===== config.mk =====
export PLATFORM = sky130hd
export DESIGN_NAME = counting_semaphore_with_wait_queue_core
export DESIGN_NICKNAME = d
export VERILOG_FILES = /design/src/sv/csq_pkg.sv /design/src/sv/csq_ram.sv /design/src/sv/counting_semaphore_with_wait_queue_core.sv
export VERILOG_INCLUDE_DIRS = /design/src /design/src/sv
export SDC_FILE = /design/constraint.sdc
export NUM_CORES = 1
export LEC_CHECK = 0
export BUFFER_PORTS_ARGS = -buffer_cell sky130_fd_sc_hd__buf_4
export CAP_MARGIN = 20
export CELL_PAD_IN_SITES_DETAIL_PLACEMENT = 1
export CELL_PAD_IN_SITES_GLOBAL_PLACEMENT = 2
export CORE_MARGIN = 3
export CORE_UTILIZATION = 44
export CTS_CLUSTER_SIZE = 25
export DETAILED_ROUTE_END_ITERATION = 8
export PLACE_DENSITY = 0.77
export SETUP_SLACK_MARGIN = 0.5
export SLEW_MARGIN = 20
export SYNTH_ARGS = -nofsm -noshare
export SYNTH_HDL_FRONTEND = slang
export SYNTH_SLANG_ARGS = --single-unit
export TNS_END_PERCENT = 5

===== constraint.sdc =====
create_clock -name i_clk -period 4.3 [get_ports i_clk]
set_input_delay 0.645 -clock i_clk [delete_from_list [all_inputs] [get_ports i_clk]]
set_output_delay 0.645 -clock i_clk [all_outputs]
set_load 0.005 [all_outputs]

===== src/sv/counting_semaphore_with_wait_queue_core_macros.svh =====
// Assertion macros for the counting semaphore core.
// Used by the top level; expects i_clk and i_rst_n in scope.
`ifndef COUNTING_SEMAPHORE_WITH_WAIT_QUEUE_CORE_MACROS_SVH
`define COUNTING_SEMAPHORE_WITH_WAIT_QUEUE_CORE_MACROS_SVH

// Same-cycle implication, disabled during reset
`define CSQ_ASSERT_NOW(lbl, ante, cons, msg) \
    lbl: assert property (@(posedge i_clk) disable iff (!i_rst_n) (ante) |-> (cons)) \
        else $error(msg);

// Next-cycle implication, disabled during reset
`define CSQ_ASSERT_NEXT(lbl, ante, cons, msg) \
    lbl: assert property (@(posedge i_clk) disable iff (!i_rst_n) (ante) |=> (cons)) \
        else $error(msg);

`endif


===== src/sv/csq_pkg.sv =====
// Package for the counting semaphore core: sizes, status codes, word types.
// No dependencies.
`default_nettype none

package csq_pkg;

    // Sizing
    localparam int QUEUE_DEPTH  = 16;
    localparam int TASK_ID_BITS = 8;
    localparam int COUNT_BITS   = 16;
    localparam int PTR_BITS     = (QUEUE_DEPTH > 1) ? $clog2(QUEUE_DEPTH) : 1;
    localparam int OCC_BITS     = $clog2(QUEUE_DEPTH + 1);

    // Fixed field widths of the words
    localparam int CMD_W    = 1;
    localparam int TID_W    = 8;
    localparam int STATUS_W = 3;
    localparam int CNT_W    = 16;
    localparam int WAIT_W   = 5;

    typedef logic [CMD_W-1:0]    t_cmd;
    typedef logic [STATUS_W-1:0] t_status;

    // Commands
    localparam t_cmd CMD_DOWN = 1'b0;
    localparam t_cmd CMD_UP   = 1'b1;

    // Status codes
    localparam t_status ST_GRANTED   = 3'd0;
    localparam t_status ST_PARKED    = 3'd1;
    localparam t_status ST_WOKEN     = 3'd2;
    localparam t_status ST_RAISED    = 3'd3;
    localparam t_status ST_QFULL     = 3'd4;
    localparam t_status ST_SATURATED = 3'd5;

    typedef struct packed {
        t_cmd             command;
        logic [TID_W-1:0] task_id;
    } t_in_word;

    typedef struct packed {
        t_status           status;
        logic [TID_W-1:0]  woken_task;
        logic [CNT_W-1:0]  count_now;
        logic [WAIT_W-1:0] waiters_now;
    } t_out_word;

    // Queue memory access from the controller
    typedef struct packed {
        logic                    wr_en;
        logic [PTR_BITS-1:0]     wr_addr;
        logic [TASK_ID_BITS-1:0] wr_data;
        logic                    rd_en;
        logic [PTR_BITS-1:0]     rd_addr;
    } t_ram_req;

endpackage

`default_nettype wire


===== src/sv/csq_ram.sv =====
// Generic single-write, single-read RAM with registered read data.
// No package dependencies.
`default_nettype none

module csq_ram #(
    parameter int DEPTH  = 16,
    parameter int WIDTH  = 8,
    parameter int ADDR_W = (DEPTH > 1) ? $clog2(DEPTH) : 1
) (
    input  wire logic              i_clk,
    input  wire logic              i_we,
    input  wire logic [ADDR_W-1:0] i_waddr,
    input  wire logic [WIDTH-1:0]  i_wdata,
    input  wire logic              i_re,
    input  wire logic [ADDR_W-1:0] i_raddr,
    output logic      [WIDTH-1:0]  o_rdata
);

    logic [WIDTH-1:0] r_mem [DEPTH];
    logic [WIDTH-1:0] r_rdata;

    // Write port
    always_ff @(posedge i_clk) begin
        if (i_we) begin
            r_mem[i_waddr] <= i_wdata;
        end
    end

    // Read port, registered read data
    always_ff @(posedge i_clk) begin
        if (i_re) begin
            r_rdata <= r_mem[i_raddr];
        end
    end

    assign o_rdata = r_rdata;

endmodule

`default_nettype wire


===== src/sv/counting_semaphore_with_wait_queue_core.sv =====
// Counting semaphore with a FIFO wait queue. Accepting a request word reads the
// head entry of the wait-queue memory; the EXEC state then decides grant/park/
// wake/raise, writes a parked task ID at the tail and loads the result register,
// waiting while a held result is stalled. The result register holds a finished
// word while the next request is accepted; a stalled output delays only the update
// cycle. The count, head, tail and occupancy live in flip-flops; task IDs live in a
// 16-entry RAM. Writing the config word reloads the count and empties the queue
// (no clearing pass; unwritten entries are never used).
// Depends on csq_pkg, csq_ram and the macros header.
`default_nettype none

`include "counting_semaphore_with_wait_queue_core_macros.svh"

module counting_semaphore_with_wait_queue_core
    import csq_pkg::*;
(
    input  wire logic             i_clk,
    input  wire logic             i_rst_n,
    input  wire logic             i_in_valid,
    output logic                  o_in_stall,
    input  wire t_in_word         i_in,
    output logic                  o_out_valid,
    input  wire logic             i_out_stall,
    output t_out_word             o_out,
    input  wire logic             i_cfg_valid,
    output logic                  o_cfg_ready,
    input  wire logic [CNT_W-1:0] i_cfg_data
);

    localparam logic ST_IDLE = 1'b0;
    localparam logic ST_EXEC = 1'b1;

    localparam logic [PTR_BITS-1:0] PTR_LAST = PTR_BITS'(QUEUE_DEPTH - 1);
    localparam logic [OCC_BITS-1:0] OCC_FULL = OCC_BITS'(QUEUE_DEPTH);

    logic                    r_state, n_state;
    logic [COUNT_BITS-1:0]   r_count, n_count;
    logic [PTR_BITS-1:0]     r_head, n_head;
    logic [PTR_BITS-1:0]     r_tail, n_tail;
    logic [OCC_BITS-1:0]     r_occ, n_occ;
    t_cmd                    r_cmd, n_cmd;
    logic [TASK_ID_BITS-1:0] r_tid, n_tid;
    logic                    r_out_valid, n_out_valid;
    t_out_word               r_out, n_out;

    t_ram_req                ram_req;
    logic [TASK_ID_BITS-1:0] ram_rdata;
    logic                    in_accept;
    logic                    exec_fire;

    // Wait-queue storage
    csq_ram #(
        .DEPTH (QUEUE_DEPTH),
        .WIDTH (TASK_ID_BITS)
    ) u_ram (
        .i_clk   (i_clk),
        .i_we    (ram_req.wr_en),
        .i_waddr (ram_req.wr_addr),
        .i_wdata (ram_req.wr_data),
        .i_re    (ram_req.rd_en),
        .i_raddr (ram_req.rd_addr),
        .o_rdata (ram_rdata)
    );

    assign o_in_stall  = (r_state != ST_IDLE);
    assign o_cfg_ready = (r_state == ST_IDLE);
    assign in_accept   = i_in_valid && !o_in_stall;
    assign exec_fire   = (r_state == ST_EXEC) && (!r_out_valid || !i_out_stall);
    assign o_out_valid = r_out_valid;
    assign o_out       = r_out;

    // Next-state logic
    always_comb begin
        n_state     = r_state;
        n_count     = r_count;
        n_head      = r_head;
        n_tail      = r_tail;
        n_occ       = r_occ;
        n_cmd       = r_cmd;
        n_tid       = r_tid;
        n_out_valid = r_out_valid;
        n_out       = r_out;

        // head entry is read at accept; the write lands in the update cycle,
        // so a read and a write never meet in the same cycle
        ram_req.rd_en   = in_accept;
        ram_req.rd_addr = r_head;
        ram_req.wr_en   = 1'b0;
        ram_req.wr_addr = r_tail;
        ram_req.wr_data = r_tid;

        // result word taken downstream
        if (r_out_valid && !i_out_stall) begin
            n_out_valid = 1'b0;
        end

        unique case (r_state)
            ST_IDLE: begin
                if (i_cfg_valid) begin
                    n_count = COUNT_BITS'(i_cfg_data);
                    n_head  = '0;
                    n_tail  = '0;
                    n_occ   = '0;
                end
                if (in_accept) begin
                    n_cmd   = i_in.command;
                    n_tid   = TASK_ID_BITS'(i_in.task_id);
                    n_state = ST_EXEC;
                end
            end
            ST_EXEC: begin
                if (exec_fire) begin
                    n_out.woken_task = '0;
                    if (r_cmd == CMD_DOWN) begin
                        if (r_count != '0) begin
                            n_count      = r_count - COUNT_BITS'(1);
                            n_out.status = ST_GRANTED;
                        end else if (r_occ >= OCC_FULL) begin
                            n_out.status = ST_QFULL;
                        end else begin
                            ram_req.wr_en = 1'b1;
                            n_tail        = (r_tail == PTR_LAST) ? '0
                                            : r_tail + PTR_BITS'(1);
                            n_occ         = r_occ + OCC_BITS'(1);
                            n_out.status  = ST_PARKED;
                        end
                    end else begin
                        if (r_occ != '0) begin
                            n_out.woken_task = TID_W'(ram_rdata);
                            n_head           = (r_head == PTR_LAST) ? '0
                                               : r_head + PTR_BITS'(1);
                            n_occ            = r_occ - OCC_BITS'(1);
                            n_out.status     = ST_WOKEN;
                        end else if (r_count == '1) begin
                            n_out.status = ST_SATURATED;
                        end else begin
                            n_count      = r_count + COUNT_BITS'(1);
                            n_out.status = ST_RAISED;
                        end
                    end
                    n_out.count_now   = CNT_W'(n_count);
                    n_out.waiters_now = WAIT_W'(n_occ);
                    n_out_valid       = 1'b1;
                    n_state           = ST_IDLE;
                end
            end
            default: begin
                n_state = ST_IDLE;
            end
        endcase
    end

    // Control registers
    always_ff @(posedge i_clk) begin
        if (!i_rst_n) begin
            r_state     <= ST_IDLE;
            r_count     <= '0;
            r_head      <= '0;
            r_tail      <= '0;
            r_occ       <= '0;
            r_out_valid <= 1'b0;
        end else begin
            r_state     <= n_state;
            r_count     <= n_count;
            r_head      <= n_head;
            r_tail      <= n_tail;
            r_occ       <= n_occ;
            r_out_valid <= n_out_valid;
        end
    end

    // Payload registers
    always_ff @(posedge i_clk) begin
        r_cmd <= n_cmd;
        r_tid <= n_tid;
        r_out <= n_out;
    end

    // Checks
    `CSQ_ASSERT_NOW(a_occ_bound, 1'b1, r_occ <= OCC_FULL, "queue occupancy above depth")
    `CSQ_ASSERT_NOW(a_ring_consistent, 1'b1,
        r_tail == PTR_BITS'((32'(r_head) + 32'(r_occ)) % QUEUE_DEPTH),
        "tail pointer out of step with head and occupancy")
    `CSQ_ASSERT_NEXT(a_accept_exec, in_accept, r_state == ST_EXEC, "accepted word not executed")
    `CSQ_ASSERT_NOW(a_woken_zero, r_out_valid && (r_out.status != ST_WOKEN),
        r_out.woken_task == '0, "woken task set without a wake")
    `CSQ_ASSERT_NEXT(a_cfg_empty, i_cfg_valid && o_cfg_ready && !in_accept,
        (r_occ == '0) && (r_head == '0) && (r_tail == '0), "config write left queue non-empty")

endmodule

`default_nettype wire

==> summary.txt, run 1 <==
Placed design
  • Worst slack at placement: slightly below 0.7 ns
  • Hpwl dp: about 16000 µm
  • # port buffers: 64
  • Placed inst area: approximately 0.0098 mm²
  • Placer's final routability congestion estimate: 0.8829
  • Placed cells: ~900

Cells and area
  • Fillers: approximately 1900
  • Final instance area: around 0.011 mm²
  • Share of cells above drive strength 1: between 20% and 30%
  • Fin cells: ~960
  • Antenna fix cells: 0
  • Fin nets: just over 700
  • Syn-to-layout area delta: 18.17%

STA
  • Final Setup Violations: 0
  • Clk_skew: around 0.021 ns
  • Setup_tns: 0 ns
  • Post-route setup slack: around 0.61 ns
  • Worst-margin pin slew: 0.8945 ns
  • Fmax: around 0.27 GHz
  • Fin Hold WS: between 0.2 and 0.3 ns
  • Max_slew headroom: about two fifths
  • RSZ-0062 raised after global routing: yes
  • Hold Vio Cnt, Final: 0
  • Max-slew violations: 0
  • Final Critical Period: around 3.7 ns
  • Period utilization: between 80 and 90%

Synthesis
  • Synth Register Bits: 208
  • Number of synthesized flops with an enable pin: between 150 and 200
  • Mean post-synth cell area: between 10 and 15 µm²
  • Synthesis Warnings: 0
  • Post-Syn Nets: approximately 650
  • Cells after synthesis: between 600 and 700
  • FFs w/ async S/R, synth: 0%
  • Synth unique cells: 65
  • Sequential-to-total area share from yosys stat: around 66%
  • Most used DFF post-synth: edfxtp_1
  • Mapped Area: 0.009029 mm²

Die
  • FP Rows: 51
  • Die W: ~150 µm
  • I/O pin total: 65
  • Die area: around 0.022 mm²
  • Initial Util: a little under half
  • Die Ht: 149.2 µm
  • Core area: approximately 0.020 mm²

Clock network
  • Clock transition at path regs: around 0.070 ns
  • Clock sink total: between 200 and 250
  • PostCTS Resize Cnt: 0
  • # Post-CTS Setup Buffers: 0
  • TritonCTS clock tree: built
  • H-tree depth: 1
  • Clk buf depth: 3
  • CTS buffer count: 23
  • Hold Buf Count CTS: 0
  • Skew-Pair Late Insertion Delay: approximately 0.53 ns
  • Root buffer cell: clkbuf_16

Route
  • DR WL/cell: between 20 and 30 µm
  • Pre-Repair DR Iteration Count: 4
  • Routed Wire Length: between 20000 and 25000 µm
  • DR vias: 5701
  • Routed vias/inst: 5.932
  • Antenna Violating Nets Remaining: 0
  • DRC viols: 0
  • Iter 0 DRT Violations: about 530

Worst setup path
  • Worst r2r src: r_count[0]
  • Endpoint class of the critical path: flop
  • WS Path Type: flop to flop
  • CP required: roughly 4.5 ns
  • Startpoint Class: flop
  • Worst Reg-to-Reg Cells: 7
  • CP Max Fanout: 8
  • Crit path DAT: approximately 3.8 ns
  • Worst reg2reg path endpoint: u_ram.r_mem[7][1]
  • Flop2flop setup slack: about 0.61 ns

Hold path
  • Type of the worst min-delay path: primary input to flop
  • Hold depth: 1
  • Hold EP: r_tid[7]
  • Hold wc startpoint: i_in[7]

GRT
  • First-pass GRT wire length: 36730 µm
  • GR Overflow Total: 0
  • Antenna violations before repair: 0
  • Largest net degree at the start of global routing: 37
  • GRT Resource Usage Total: 21.98%
  • Vias in the first global route: around 5900

Power and ir drop
  • LEAKAGE: approximately 3.5 nW
  • Worst vdd ir: ~0.32 mV
  • Pwr/cell area: 457.6 mW/mm²

Run status
  • Status: completed

Job
  • MaxCap Viol Count: 0
## power breakdown
group	total, mW	internal, mW	switching (mW)
Sequential	2.33	2.25	0.0761
Combinational	0.360	0.152	0.208
Clock	2.19	1.37	0.821
## layout make-up
class | instances | area, µm² | share of cell area (%)
Multi-Input combinational cell | 349 | 2885 | 27.04
Inverter | 15 | 56.30 | 0.5277
Tap cell | 265 | 331.6 | 3.108
Timing Repair Buffer | 82 | 615.6 | 5.770
Sequential cell | 208 | 5937 | 55.65
Clock buffer | 29 | 608.1 | 5.700
Clock inverter | 13 | 235.2 | 2.205
## kinds of logic (layout without fill, tap and decap cells)
group / after synthesis / count (layout) / share of synthesized area, %
simple gates: 185 / 185 / 11.11
mux: 51 / 51 / 11.20
buf+inv: 54 / 139 / 2.384
xor+xnor: 12 / 12 / 1.164
fa+ha+maj: 10 / 10 / 1.386
flops: 208 / 208 / 65.74
compound gates: 91 / 91 / 7.013
## cell usage in the layout, fill, tap and decap left out, types with 4 or more instances in the layout
cell / count
mux4_2: 40
and3_1: 7
nand3_1: 21
clkbuf_16: 23
clkbuf_1: 5
dfxtp_1: 30
a22oi_1: 5
mux2i_1: 11
xnor2_1: 10
nor4_1: 8
edfxtp_1: 177
and2_1: 14
nor2_1: 35
clkinv_2: 4
nand4_1: 7
a31oi_1: 11
ha_1: 10
o21ai_0: 12
a21oi_1: 23
buf_4: 82
or3_1: 9
nor3_1: 17
nor2b_1: 4
nand2_1: 38
bufinv_16: 6
inv_1: 11
## critical path: stages (launching register included)
cell	delay, ns
dfxtp_1	0.37
inv_1	0.18
ha_1	0.19
or4b_2	0.69
or2_2	0.37
nor4_4	0.52
nand2_1	0.35
nor2_1	0.65
## how the worst max path moves through the flow
stage / startpoint / end / cells after the start
floorplan: r_count[0] / u_ram.r_mem[3][0] / 7
CTS: r_count[0] / u_ram.r_mem[7][0] / 7
global route: r_count[0] / u_ram.r_mem[15][2] / 7
detailed placement: r_count[0] / u_ram.r_mem[7][3] / 7
global placement: r_count[0] / u_ram.r_mem[11][4] / 7
finish: r_count[0] / u_ram.r_mem[7][1] / 7
## routing by layer
| layer | global-route usage [%] | wire length (µm) | up-vias | part of all wire, % |
|---|---|---|---|---|
| met5 | 0 | 0 | - | 0 |
| met4 | 5.584 | 461 | 0 | 1.9 |
| met3 | 4.041 | 1507 | 36 | 6.2 |
| met2 | 34.37 | 11120 | 193 | 46 |
| met1 | 32.14 | 11050 | 2930 | 46 |
| li1 | - | - | 2542 | - |
## state kept, by name, summed over array words and instances, names as in the netlist
signal         count
r_occ              5
u_ram.r_mem      128
r_count           16
o_out             32
o_in_stall         1
r_tid              8
r_tail             4
r_cmd              1
r_head             4
o_out_valid        1
u_ram.o_rdata      8
## stage by stage
step,total power [mW],utilization (%)
after global routing,5.042,53.93
final,4.883,53.93
after floorplan,2.561,-
after detailed placement,2.727,49.65
after CTS,4.919,53.91
after global placement,2.716,49.65
## synthesized netlist by cell type (5+ instances only)
cell type / instances / area share, %
nand2_1: 38 / 1.6
clkbuf_1: 31 / 1.3
nor3_1: 17 / 0.94
or3_1: 9 / 0.62
mux4_2: 40 / 10
xnor2_1: 10 / 0.97
a21oi_1: 23 / 1.3
nand3_1: 21 / 1.2
dfxtp_1: 31 / 6.9
nor2_1: 35 / 1.5
nor4_1: 8 / 0.55
ha_1: 10 / 1.4
nor2b_1: 5 / 0.35
and3_1: 7 / 0.49
o21ai_0: 12 / 0.67
edfxtp_1: 177 / 59
buf_1: 5 / 0.21
nand4_1: 7 / 0.49
inv_1: 12 / 0.50
a31oi_1: 11 / 0.76
a22oi_1: 5 / 0.42
mux2i_1: 11 / 1.2
and2_1: 14 / 0.97
(Power assumes the default switching activity.)
==> inputs of run 2 (changes only) <==
- CORE_UTILIZATION: 44 -> 45
- PLACE_DENSITY: 0.77 -> 0.84
- clock period: 4.3 -> 4.5 ns (I/O delays scaled with it)
==> summary.txt, run 2 (synthesis gave the netlist of run 1 again) <==
Worst setup path
  • Slowest CP cell: or4b_2 (unchanged)
  • CP Max Fanout: 8 (unchanged)
  • Endpoint class of the critical path: flop (unchanged)
  • Startpoint Class: flop (unchanged)
  • WS Path Type: flop to flop (unchanged)
  • Crit path DAT: 3.67 ns (was 3.84 ns)
  • Crit-path cells: inv_1, ha_1, or4b_2, or2_2, nor4_4, nand2_1, nor2_1 (unchanged)
  • WP buf/inv: 1 (unchanged)
  • Flop2flop setup slack: 0.97 ns (was 0.61 ns)
  • Max incr delay on CP: 0.67 ns (was 0.69 ns)
  • Delay-heaviest family, CP: simple AND/OR/NAND/NOR gates (unchanged)
  • CP required: 4.65 ns (was 4.45 ns)

Route
  • Routed vias/inst: 6.070 (was 5.932)
  • DRC viols: 0 (unchanged)
  • Antenna Violating Nets Remaining: 0 (unchanged)
  • Routed Wire Length: 24000 µm (was 24140 µm)
  • Pre-Repair DR Iteration Count: 5 (was 4)
  • DR vias: 5809 (was 5701)
  • Iter 0 DRT Violations: 516 (was 528)
  • DR WL/cell: 25.08 µm (was 25.12 µm)

Cells and area
  • Most common cell after layout, fill and taps aside: edfxtp_1 (unchanged)
  • Fillers: 1889 (was 1928)
  • Syn-to-layout area delta: 17.23% (was 18.17%)
  • Antenna fix cells: 0 (unchanged)
  • Fin cells: 957 (was 961)
  • Final core utilization: 54.03% (was 53.93%)
  • Share of cells above drive strength 1: 24.57% (was 25.43%)
  • Largest Register: u_ram.r_mem (unchanged)
  • Max FFs per register: 128 (unchanged)
  • Footprint of the multi-input gates: 0.002880 mm² (was 0.002885 mm²)
  • Storage element area: 0.005939 mm² (was 0.005937 mm²)
  • Fin nets: 715 (was 719)
  • Most frequent cells in the layout: edfxtp_1, buf_4, mux4_2 (unchanged)

Clock network
  • Hold Buf Count CTS: 0 (unchanged)
  • Clk buf depth: 3 (unchanged)
  • CTS buffer count: 23 (unchanged)
  • Clock sink total: 208 (unchanged)
  • H-tree depth: 1 (unchanged)
  • Skew-Pair Late Insertion Delay: 0.51 ns (was 0.53 ns)
  • Root buffer cell: clkbuf_16 (unchanged)
  • Clock transition at path regs: 0.06 ns (was 0.07 ns)
  • # Post-CTS Setup Buffers: 0 (unchanged)
  • PostCTS Resize Cnt: 0 (unchanged)
  • TritonCTS clock tree: built (unchanged)

Die
  • FP Rows: 51 (unchanged)
  • Die area: 0.02180 mm² (was 0.02227 mm²)
  • Die W: 147.6 µm (was 149.2 µm)
  • Core area: 0.01959 mm² (was 0.01978 mm²)
  • Initial Util: 46.09% (was 45.64%)
  • I/O pin total: 65 (unchanged)
  • Die Ht: 147.6 µm (was 149.2 µm)

STA
  • Hold Vio Cnt, Final: 0 (unchanged)
  • Final Critical Period: 3.527 ns (was 3.694 ns)
  • Clk_skew: 0.009454 ns (was 0.02140 ns)
  • Setup_tns: 0 ns (unchanged)
  • Fmax: 0.2836 GHz (was 0.2707 GHz)
  • RSZ-0062 raised after global routing: no (was yes)
  • Max-slew violations: 0 (unchanged)
  • Final Setup Violations: 0 (unchanged)
  • Max_slew headroom: 27.79% (was 39.91%)
  • Fin Hold WS: 0.3415 ns (was 0.2809 ns)
  • Worst-margin pin slew: 1.078 ns (was 0.8945 ns)
  • Period utilization: 78.37% (was 85.92%)

GRT
  • Largest net degree at the start of global routing: 55 (was 37)
  • Antenna violations before repair: 1 (was 0)
  • GR Overflow Total: 0 (unchanged)
  • Vias in the first global route: 5955 (was 5941)
  • First-pass GRT wire length: 36580 µm (was 36730 µm)
  • GRT Resource Usage Total: 21.96% (was 21.98%)

Placed design
  • # port buffers: 64 (unchanged)
  • Placer's final routability congestion estimate: 0.9063 (was 0.8829)
  • Hpwl dp: 16280 µm (was 16330 µm)
  • Placed cells: 915 (was 919)

Power and ir drop
  • LEAKAGE: 3.503 nW (was 3.550 nW)
  • Pwr/cell area: 424.9 mW/mm² (was 457.6 mW/mm²)
  • Worst vdd ir: 0.2928 mV (was 0.3171 mV)

Run status
  • Status: completed (unchanged)

Hold path
  • Type of the worst min-delay path: primary input to flop (unchanged)

Job
  • MaxCap Viol Count: 0 (unchanged)
==> run 2: cell count changes in the layout (fill, tap and decap cells not counted) <==
cell	change
dfxtp_2	-1
clkbuf_1	-3
clkinv_4	+1
nor2b_2	+1
buf_4	-4
clkinv_2	-1
clkinvlp_4	-1
nor2b_4	-1
bufinv_16	-2
dfxtp_4	+1
clkinv_1	+6
==> run 2: power by group <==
part / switching, mW / total, mW / leakage, nW / internal (mW)
combinational: 0.195 / 0.336 / 1.25 / 0.141
sequential: 0.0769 / 2.23 / 1.87 / 2.15
clock: 0.743 / 1.93 / 0.385 / 1.19
total: 1.02 / 4.50 / 3.50 / 3.48
==> run 2: worst paths after layout <==
kind                            startpoint                end  depth (start not counted)
worst max-delay path            r_count[0]  u_ram.r_mem[7][0]                          7
worst max register to register  r_count[0]  u_ram.r_mem[7][0]                          7
worst min-delay path               i_in[0]           r_tid[0]                          1
worst min register to register   r_head[2]          r_head[2]                          1
==> run 2: area by class of cell <==
type,instances,share of cell area (%)
multi-input combinational,349,27.21
sequential,208,56.12
timing repair buffer,78,5.533
clock buffer,26,5.639
clock inverter,16,1.832
tap,265,3.133
inverter,15,0.5320
==> run 2: through the flow <==
stage | instance area (µm²) | setup slack, ns | total power, mW
3_5_place_dp | 9791 | 1.019 | 2.602
2_1_floorplan | 9029 | 1.342 | 2.447
5_1_grt | 10580 | 0.8022 | 4.661
3_3_place_gp | 9791 | 1.175 | 2.589
6_report | 10580 | 0.9734 | 4.497
4_1_cts | 10580 | 0.9454 | 4.532
==> run 2: metal layers <==
layer | track usage, % | wire [µm] | up-vias
li1 | - | - | 2545
met1 | 30.79 | 10200 | 2967
met2 | 35.47 | 11470 | 249
met3 | 4.414 | 1788 | 46
met4 | 5.871 | 519 | 2
met5 | 0 | 13 | -
